**config.mk**
```make
export PLATFORM = sky130hd
export DESIGN_NAME = knock_pattern_matcher_core
export DESIGN_NICKNAME = d
export VERILOG_FILES = /design/src/rtl/kpm_pkg.sv /design/src/rtl/knock_pattern_matcher_core.sv
export SDC_FILE = /design/constraint.sdc
export NUM_CORES = 1
export LEC_CHECK = 0
export ABC_AREA = 1
export BUFFER_PORTS_ARGS = -buffer_cell sky130_fd_sc_hd__buf_2
export CORE_ASPECT_RATIO = 1.2
export CORE_MARGIN = 10
export CORE_UTILIZATION = 55
export DETAILED_ROUTE_END_ITERATION = 7
export HOLD_SLACK_MARGIN = 0.02
export PLACE_DENSITY = 0.71
export SLEW_MARGIN = 20
export SYNTH_ARGS = -nofsm -noshare
export SYNTH_HDL_FRONTEND = slang
export SYNTH_SLANG_ARGS = --single-unit
```
**constraint.sdc**
```tcl
create_clock -name clk -period 6 [get_ports clk]
set_input_delay 0.6 -clock clk [delete_from_list [all_inputs] [get_ports clk]]
set_output_delay 0.6 -clock clk [all_outputs]
set_load 0.02 [all_outputs]
```
**src/rtl/kpm_pkg.sv**
```systemverilog
package kpm_pkg;

  // Default window width for interval and expected-gap compares
  localparam int GAP_BITS_DEF = 16;

  localparam int FIELD_W = 16;
  localparam int POS_W   = 3;
  localparam int CFG_IDX_W = 3;

  // Knocks matched before the final one completes the pattern
  localparam logic [POS_W-1:0] PATTERN_STEPS = 3'd4;

  // Register reset values
  localparam logic [FIELD_W-1:0] GAP_1_RST     = 16'd6000;
  localparam logic [FIELD_W-1:0] GAP_2_RST     = 16'd6000;
  localparam logic [FIELD_W-1:0] GAP_3_RST     = 16'd3000;
  localparam logic [FIELD_W-1:0] GAP_4_RST     = 16'd3000;
  localparam logic [FIELD_W-1:0] TOLERANCE_RST = 16'd1200;
  localparam logic [FIELD_W-1:0] IDLE_LIM_RST  = 16'd375;

  // Configuration register indexes
  localparam logic [CFG_IDX_W-1:0] CFG_GAP_1     = 3'd0;
  localparam logic [CFG_IDX_W-1:0] CFG_GAP_2     = 3'd1;
  localparam logic [CFG_IDX_W-1:0] CFG_GAP_3     = 3'd2;
  localparam logic [CFG_IDX_W-1:0] CFG_GAP_4     = 3'd3;
  localparam logic [CFG_IDX_W-1:0] CFG_TOLERANCE = 3'd4;
  localparam logic [CFG_IDX_W-1:0] CFG_IDLE_LIM  = 3'd5;

  // Request kinds
  localparam logic FUNC_KNOCK = 1'b0;
  localparam logic FUNC_TICK  = 1'b1;

  typedef enum logic [2:0] {
    EV_NONE    = 3'd0,
    EV_STEP    = 3'd1,
    EV_DONE    = 3'd2,
    EV_REJECT  = 3'd3,
    EV_TIMEOUT = 3'd4
  } kpm_event_t;

endpackage

```
**src/rtl/knock_pattern_matcher_core.sv**
```systemverilog
// A request is held in the input register, and its result in the result register that drives the outputs.
// Throughput: one request per cycle while the result channel does not stall; the
//   combinational compare of the interval against its window, between the input
//   register and the result register, sets that rate.
// Reset (synchronous, rst_n low): sequence, lockout, counters and indicators
//   clear, configuration returns to its default intervals and limits.
module knock_pattern_matcher_core
  import kpm_pkg::*;
#(
  parameter int GAP_BITS = GAP_BITS_DEF
) (
  input  logic                 clk,
  input  logic                 rst_n,

  // request channel
  input  logic                 in_valid,
  output logic                 in_stall,
  input  logic                 in_func,
  input  logic [FIELD_W-1:0]   in_interval,

  // result channel
  output logic                 out_valid,
  input  logic                 out_stall,
  output logic [2:0]           out_event_res,
  output logic                 out_red_led,
  output logic                 out_green_led,
  output logic                 out_unlock,
  output logic [POS_W-1:0]     out_position,
  output logic [FIELD_W-1:0]   out_fail_count,

  // configuration write channel
  input  logic                 cfg_valid,
  output logic                 cfg_ready,
  input  logic [CFG_IDX_W-1:0] cfg_index,
  input  logic [FIELD_W-1:0]   cfg_data
);

  // Only the low GAP_W bits of interval and expected gaps take part in the compare
  localparam int GAP_W = (GAP_BITS < FIELD_W) ? GAP_BITS : FIELD_W;
  localparam int WIN_W = FIELD_W + 1;

  // ---------------------------------------------------------------------------
  // Configuration registers
  // ---------------------------------------------------------------------------
  logic [GAP_W-1:0]   gap_r [4];
  logic [FIELD_W-1:0] tol_r;
  logic [FIELD_W-1:0] idle_lim_r;

  // The user must write configuration only while the block is idle; the block does not enforce this and always takes it
  assign cfg_ready = 1'b1;

  always_ff @(posedge clk) begin
    if (!rst_n) begin
      gap_r[0]   <= GAP_W'(GAP_1_RST);
      gap_r[1]   <= GAP_W'(GAP_2_RST);
      gap_r[2]   <= GAP_W'(GAP_3_RST);
      gap_r[3]   <= GAP_W'(GAP_4_RST);
      tol_r      <= TOLERANCE_RST;
      idle_lim_r <= IDLE_LIM_RST;
    end else if (cfg_valid && cfg_ready) begin
      unique case (cfg_index)
        CFG_GAP_1:     gap_r[0]   <= cfg_data[GAP_W-1:0];
        CFG_GAP_2:     gap_r[1]   <= cfg_data[GAP_W-1:0];
        CFG_GAP_3:     gap_r[2]   <= cfg_data[GAP_W-1:0];
        CFG_GAP_4:     gap_r[3]   <= cfg_data[GAP_W-1:0];
        CFG_TOLERANCE: tol_r      <= cfg_data;
        CFG_IDLE_LIM:  idle_lim_r <= cfg_data;
        default: ;  // unused indexes: drop the write
      endcase
    end
  end

  // ---------------------------------------------------------------------------
  // Input register
  // ---------------------------------------------------------------------------
  logic               in_vld_r;
  logic               func_r;
  logic [GAP_W-1:0]   interval_r;
  logic               advance;   // the input register hands its request to the result register
  logic               take_in;

  assign advance  = in_vld_r && (!out_valid || !out_stall);
  assign in_stall = in_vld_r && !advance;
  assign take_in  = in_valid && !in_stall;

  always_ff @(posedge clk) begin
    if (!rst_n) begin
      in_vld_r <= 1'b0;
    end else if (take_in) begin
      in_vld_r <= 1'b1;
    end else if (advance) begin
      in_vld_r <= 1'b0;
    end
  end

  always_ff @(posedge clk) begin
    if (take_in) begin
      func_r     <= in_func;
      interval_r <= in_interval[GAP_W-1:0];
    end
  end

  // ---------------------------------------------------------------------------
  // Matcher state
  // ---------------------------------------------------------------------------
  logic [POS_W-1:0]   pos_r,    pos_nxt;
  logic               locked_r, locked_nxt;
  logic [FIELD_W-1:0] idle_r,   idle_nxt;
  logic [FIELD_W-1:0] fail_r,   fail_nxt;
  logic               red_r,    red_nxt;
  logic               green_r,  green_nxt;
  logic               unlock_r, unlock_nxt;
  kpm_event_t         event_r,  event_nxt;
  logic               out_vld_r;

  // Window around the expected gap for the current position
  logic [1:0]         slot;
  logic [WIN_W-1:0]   gap_w;
  logic [WIN_W-1:0]   tol_w;
  logic [WIN_W-1:0]   val_w;
  logic [WIN_W-1:0]   win_lo;
  logic [WIN_W-1:0]   win_hi;
  logic               in_win;
  logic               take;

  always_comb begin
    slot   = 2'(pos_r - 3'd1);
    gap_w  = WIN_W'(gap_r[slot]);
    tol_w  = WIN_W'(tol_r);
    val_w  = WIN_W'(interval_r);
    // lower bound clamps at zero, upper bound has a spare bit so it never wraps
    win_lo = (gap_w > tol_w) ? (gap_w - tol_w) : '0;
    win_hi = gap_w + tol_w;
    in_win = (val_w >= win_lo) && (val_w <= win_hi);
    // opening knock is trusted unless locked out
    take   = (pos_r == '0) ? !locked_r : in_win;
  end

  always_comb begin
    pos_nxt    = pos_r;
    locked_nxt = locked_r;
    idle_nxt   = idle_r;
    fail_nxt   = fail_r;
    red_nxt    = red_r;
    green_nxt  = green_r;
    unlock_nxt = unlock_r;
    event_nxt  = EV_NONE;

    if (func_r == FUNC_KNOCK) begin
      // every knock clears the indicators and restarts the idle count
      idle_nxt   = '0;
      red_nxt    = 1'b0;
      green_nxt  = 1'b0;
      unlock_nxt = 1'b0;
      if (!take) begin
        fail_nxt   = fail_r + 1'b1;
        pos_nxt    = '0;
        locked_nxt = 1'b1;
        event_nxt  = EV_REJECT;
      end else if (pos_r < PATTERN_STEPS) begin
        pos_nxt   = pos_r + 1'b1;
        event_nxt = EV_STEP;
      end else begin
        green_nxt  = 1'b1;
        unlock_nxt = 1'b1;
        pos_nxt    = '0;
        fail_nxt   = '0;
        event_nxt  = EV_DONE;
      end
    end else if (idle_r < idle_lim_r) begin
      idle_nxt = idle_r + 1'b1;
    end else begin
      // idle timeout: restart, lift the lockout, flag red if it was set
      red_nxt    = locked_r;
      idle_nxt   = '0;
      pos_nxt    = '0;
      locked_nxt = 1'b0;
      event_nxt  = EV_TIMEOUT;
    end
  end

  // State only moves when the result register loads, so the state registers
  // double as the stalled result payload.
  always_ff @(posedge clk) begin
    if (!rst_n) begin
      pos_r     <= '0;
      locked_r  <= 1'b0;
      idle_r    <= '0;
      fail_r    <= '0;
      red_r     <= 1'b0;
      green_r   <= 1'b0;
      unlock_r  <= 1'b0;
      out_vld_r <= 1'b0;
    end else begin
      if (advance) begin
        pos_r    <= pos_nxt;
        locked_r <= locked_nxt;
        idle_r   <= idle_nxt;
        fail_r   <= fail_nxt;
        red_r    <= red_nxt;
        green_r  <= green_nxt;
        unlock_r <= unlock_nxt;
      end
      if (advance) begin
        out_vld_r <= 1'b1;
      end else if (!out_stall) begin
        out_vld_r <= 1'b0;
      end
    end
  end

  always_ff @(posedge clk) begin
    if (advance) begin
      event_r <= event_nxt;
    end
  end

  assign out_valid      = out_vld_r;
  assign out_event_res  = event_r;
  assign out_red_led    = red_r;
  assign out_green_led  = green_r;
  assign out_unlock     = unlock_r;
  assign out_position   = pos_r;
  assign out_fail_count = fail_r;

endmodule

```
Yosys cells after proc, flatten, opt, wreduce, memory -nomap -nowiden
Memories as Yosys holds them, arrays and structs flattened.
Cells that the tools add are included.

cells by class
  add/sub/neg operators = 6
  $mul = 0
  div/mod/pow operators = 0
  $lt $le $gt $ge = 5
  eq/ne operators = 9
  shift operators = 0
  muxes and demuxes = 46
  bitwise gates (word level) = 5
  reductions and logical operators = 19

operators with widths
  cell                                                             number
  16-bit two-way mux                                               8
  16-bit by 1-bit adder with 16-bit output, second input constant  2
  1-bit two-way mux                                                29
  3-bit two-way mux                                                6
  16-bit by 16-bit adder with 17-bit output                        1
  16-bit by 17-bit >= comparator with 1-bit output                 1
  16-bit by 17-bit less-or-equal comparator with 1-bit output      1
  17-bit two-way mux                                               1
  16-bit by 16-bit subtractor with 17-bit output                   1
  16-bit > comparator                                              1
  16-bit < comparator                                              1
  2-bit AND reduction                                              4
  3-bit by 2-bit == test with 1-bit output, second input constant  2
  3-bit == test, second input constant                             2
  3-bit zero test                                                  2
  2-bit != test, second input constant                             3
  3-bit AND reduction                                              2
  1-bit zero test                                                  5
  1-bit logical AND                                                4
  2-bit two-way mux                                                2
  1-bit OR                                                         4
  3-bit by 1-bit adder with 3-bit output, second input constant    1
  3-bit by 1-bit == test with 1-bit output, second input constant  1
  3-bit < comparator, second input constant                        1
  other kinds (5)                                                  5

storage, ports and cells
  bits in registers = 92
  bits in latches = 0
  memory bits (writable) = 64
  bits in read-only memories = 0
  input port bits = 41
  output and inout port bits = 28
  word-level logic and storage cells = 104
  memories = 1

memory list
  name   words  bits a word  rd ports  clocked after memory_dff  write ports  RTL line                          RTL
  gap_r  4      16           1         0                         4            knock_pattern_matcher_core.sv:45  logic [GAP_W-1:0] gap_r [4];

Logic depth before layout (Yosys ltp)
An unclocked memory read counts as a cell.

  word-level depth = 9
  depth in mapped cells = 41
  gate-level depth less buffers = 36

Worst setup path after synthesis
OpenSTA, ideal clock, no wires.

  path kind = flip-flop to flip-flop
  start = reg pos_r[0] (netlist: out_position[0])
  end = reg fail_r[15] (netlist: out_fail_count[15])
  library setup time = 0.114 ns
  data arrival time = 4.965 ns
  required time = 5.886 ns
  slack = 0.921 ns
  cell stages (with the launch flop) = 41
  clock period less this slack = 5.079 ns
  cells stage by stage = dfxtp_1 > clkbuf_1 > clkinv_1 > clkbuf_1 > ha_1 > inv_1 > clkbuf_1 > o21ai_0 > o22ai_1 > ha_1 > buf_2 > nand2_2 > inv_1 > a21oi_1 > nand3_2 > nand2_1 > nand2_1 > nand2_2 > (+5 left out) > inv_1 > nand2_1 > nand2_1 > nand2_1 > nand3_1 > nand2_1 > nand2_1 > nand2_1 > nand2_1 > nand2_1 > nor2_4 > nand2_4 > nand2_8 > nand2_8 > nand2_8 > buf_12 > nand2_1 > a21oi_2

between the ends
  longest elaborated chain between the ends = 9
  elaborated cells between the ends (all ways) = 15
  classes of those cells = 3 x add/sub; 4 x order compare; 1 x eq/ne; 3 x mux; 3 x reduce/logical; 1 x memory

ends and longest elaborated chain
  item                                                                                          RTL line                           RTL
  start, declared                                                                               knock_pattern_matcher_core.sv:106  logic [POS_W-1:0] pos_r, pos_nxt;
  start signal, assigned                                                                        knock_pattern_matcher_core.sv:196  pos_r <= pos_nxt;
  2-bit by 1-bit subtractor with 2-bit output                                                   knock_pattern_matcher_core.sv:127  slot = 2'(pos_r - 3'd1);
  memory 4 x 16 bit                                                                             -
  16-bit by 16-bit subtractor with 17-bit output / 16-bit > comparator (equally long branches)  knock_pattern_matcher_core.sv:132  win_lo = (gap_w > tol_w) ? (gap_w - tol_w) : '0;
  17-bit two-way mux                                                                            knock_pattern_matcher_core.sv:132
  16-bit by 17-bit >= comparator with 1-bit output                                              knock_pattern_matcher_core.sv:134  in_win = (val_w >= win_lo) && (val_w <= win_hi);
  1-bit logical AND                                                                             knock_pattern_matcher_core.sv:134
  1-bit two-way mux                                                                             knock_pattern_matcher_core.sv:136  take = (pos_r == '0) ? !locked_r : in_win;
  2-bit != test (no source line)                                                                -
  3-bit AND reduction (no source line)                                                          -
  end signal, assigned                                                                          knock_pattern_matcher_core.sv:199  fail_r <= fail_nxt;
  end, declared                                                                                 knock_pattern_matcher_core.sv:109  logic [FIELD_W-1:0] fail_r, fail_nxt;

Parallel ways exist; a longest one is shown, timed or not.
A chain may end at the register's enable or synchronous reset.

Final worst setup path
  start = reg pos_r[0] (netlist: out_position[0])
  end = reg fail_r[3] (netlist: out_fail_count[3])

Same word-level chain as after synthesis.

==> results.sh <==
export IMPL_p_leak_nw=4.65
export IMPL_p_int_mw=2.09
export IMPL_max_vdd_ir_drop_mv=0.207
export IMPL_syn_area_per_cell_sq_um=8.41
export IMPL_fin_nets=1298
export IMPL_clockBufferDepth=2
export IMPL_antenna_cells=0
export IMPL_cp_max_fo=18
export IMPL_finalCritPeriodShare_pct=90.1
export IMPL_grt_pass1_wl_um=38100
export IMPL_cts_hold_repair_buffers=0
export IMPL_fin_crit_ns=5.41
export IMPL_clkLatencyLatePin_ns=0.43
export IMPL_initial_core_util_pct=55.9
export IMPL_numCtsBuffers=17
export IMPL_nFillCells=1513
export IMPL_final_cell_mix="nand2_1 (199), inv_1 (133), nor2_1 (124), edfxtp_1 (84), ha_1 (83)"
export IMPL_vias=7575
export IMPL_grt_setup_unrepaired="false"
export IMPL_overflow=0
export IMPL_final_common_cell="nand2_1"
export IMPL_setup_tns_ns=0
export IMPL_gp_congestion=0.897
export IMPL_tritoncts="yes"
export IMPL_status="finished clean"
export IMPL_first_pass_iters=5
export IMPL_grt_max_degree=46
export IMPL_clkTransAtPathRegs_ns=0.06
export IMPL_finClkSkew_ns=0.00798
export IMPL_crit_path_max_incr_delay_ns=0.56
export IMPL_cp_data_required_time_ns=6.35
export IMPL_tightestPinTransition_ns=1.01
export IMPL_pin_count=69
export IMPL_p_clk_share_pct=37.9
export IMPL_power_frac_seq_pct=39.4
export IMPL_p_sw_mw=0.930
export IMPL_min_path_type="in2reg"
export IMPL_clock_fmax_mhz=185
export IMPL_antenna_found_initial=0
export IMPL_cp_slowest_cell="a32oi_1"
export IMPL_grt_pass1_vias=7624
export IMPL_slew_violations=0
export IMPL_p_per_area_mw_per_mm2=290
export IMPL_seq_area_sq_mm=0.00396
export IMPL_port_buffer_count=67
export IMPL_root_buffer="clkbuf_16"
export IMPL_multiInputGateArea_sq_mm=0.00467
export IMPL_end_kind="flip-flop"
export IMPL_total_power_mw=3.02
export IMPL_crit_type="reg2reg"
export IMPL_worst_path_most_repeated_cell="nand2_1"
export IMPL_hold_viol_final=0
export IMPL_netlist_top_cell_by_area="edfxtp_1"
export IMPL_drc_errors=0
export IMPL_r2r_slack_ns=0.59
export IMPL_postSynthCellCount=1120
export IMPL_ant_nets=0
export IMPL_combPwrFrac_pct=22.6
export IMPL_ys_seq_area_share_pct=42.1
export IMPL_maxSlewHeadroom_pct=32.4
export IMPL_whs_ns=0.339
export IMPL_drive_gt1_share_pct=14.6
export IMPL_place_ws_ns=0.530
export IMPL_post_cts_buffers=0
export IMPL_dpl_hpwl_um=17200
export IMPL_cp_start_kind="flip-flop"
export IMPL_cp_arrival_ns=5.76
export IMPL_drt_iter0_markers=570
export IMPL_drt_wl_total_um=23300
export IMPL_setup_slack_ns=0.595
export IMPL_wire_per_inst_um=16.6
export IMPL_synth_area_sq_mm=0.00942
export IMPL_synth_warnings=0
export IMPL_ys_top_cells_by_area="edfxtp_1 (27%), dfxtp_1 (15%), ha_1 (11%), nand2_1 (8.0%), inv_1 (5.3%)"
export IMPL_synth_cell_type_count=52
export IMPL_cts_sinks=156
export IMPL_area_growth_pct=10.8
export IMPL_htree_levels=4
export IMPL_coreArea_sq_mm=0.0169
export IMPL_die_x_um=139
export IMPL_cts_resized=0
export IMPL_max_cap_violations=0
export IMPL_placementRows=52
export IMPL_die_area_sq_mm=0.0228
export IMPL_fp_dieH_um=163
export IMPL_synth_top_cell_area_share_pct=26.8
export IMPL_syn_nets=1246
export IMPL_grt_usage_pct=20.6
export IMPL_ys_ff_latch=156
export IMPL_viasPerCell=5.41
export IMPL_netSwitchingFraction_pct=30.8
export IMPL_setup_viol=0
==> area by class of cell <==
class	instances	share of cell area (%)
clock inverter	12	1.50
sequential	156	38.0
timing repair buffer	71	3.50
clock buffer	20	4.39
inverter	146	5.29
multi-input combinational	780	44.7
tap	216	2.59
==> synth_stat cells (all sizes together) <==
master / number
nor2b: 1
nor2: 134
nor3b: 2
a21boi: 3
nand2: 227
dfxtp: 72
nor4: 6
nand3: 40
a31oi: 7
clkbuf: 23
buf: 15
nand3b: 1
o211ai: 11
o22ai: 14
clkinv: 5
fa: 2
a32oi: 2
edfxtp: 84
a21o: 5
nand4: 10
xnor2: 9
xor2: 29
o31ai: 1
o21a: 1
a21oi: 95
conb: 1
or2: 4
inv: 141
o2111ai: 1
o21ai: 73
nor3: 10
ha: 83
o21bai: 8
==> critical path: cells and delay by family (launching register included) <==
kind / cells / cell delay, ns
compound gates: 5 / 1.30
fa+ha+maj: 3 / 1.01
simple gates: 22 / 2.14
buf+inv: 3 / 0.51
flops: 1 / 0.35
==> per-layer routing <==
metal  global-route usage, %  share of wire (%)  vias up
met4                    8.31                2.7        0
met2                    36.1                 51      188
met5                       0                  0        -
met3                    4.82                5.4       43
li1                        -                  -     3823
met1                    23.8                 41     3521
==> registers in the layout, indices dropped and copies added, names as in the netlist, 3 cells and up <==
signal / flops
idle_lim_r: 16
interval_r: 16
gap_r: 64
tol_r: 16
out_fail_count: 16
out_position: 3
out_event_res: 3
idle_r: 16
==> metrics by stage <==
stage / cells / utilization (%) / instance area (sq um)
6_report: 1401 / 61.9 / 10400
5_1_grt: 1401 / 61.9 / 10400
4_1_cts: 1401 / 61.9 / 10400
3_5_place_dp: 1369 / 58.2 / 9810
3_3_place_gp: 1369 / 58.2 / 9810
2_1_floorplan: 1120 / - / 9420
==> final timing paths <==
| kind | endpoint | startpoint | cells past startpoint |
|---|---|---|---|
| hold / removal | interval_r[1] | in_interval[1] | 1 |
| setup / recovery | out_fail_count[3] | out_position[0] | 33 |
| hold reg to reg | tol_r[13] | tol_r[13] | 2 |
| setup reg to reg | out_fail_count[3] | out_position[0] | 33 |
==> power groups by stage <==
stage	clock, mW	combinational (mW)	sequential (mW)
global route	1.19	0.783	1.20
finish	1.15	0.684	1.19
global placement	0	0.670	1.21
detailed placement	0	0.679	1.22
floorplan	0	0.520	1.21
CTS	1.15	0.685	1.19
==> kinds of logic after synthesis <==
group | Yosys count | share of synthesized area [%]
XOR/XNOR | 38 | 3.53
AND/OR/NAND/NOR | 435 | 20.8
flip-flops | 156 | 42.1
buffers and inverters | 184 | 8.44
adder cells (fa/ha/maj) | 85 | 11.5
other | 1 | 0.0398
AO/OA/AOI/OAI | 221 | 13.6
Power figures use the tool's default switching activity.
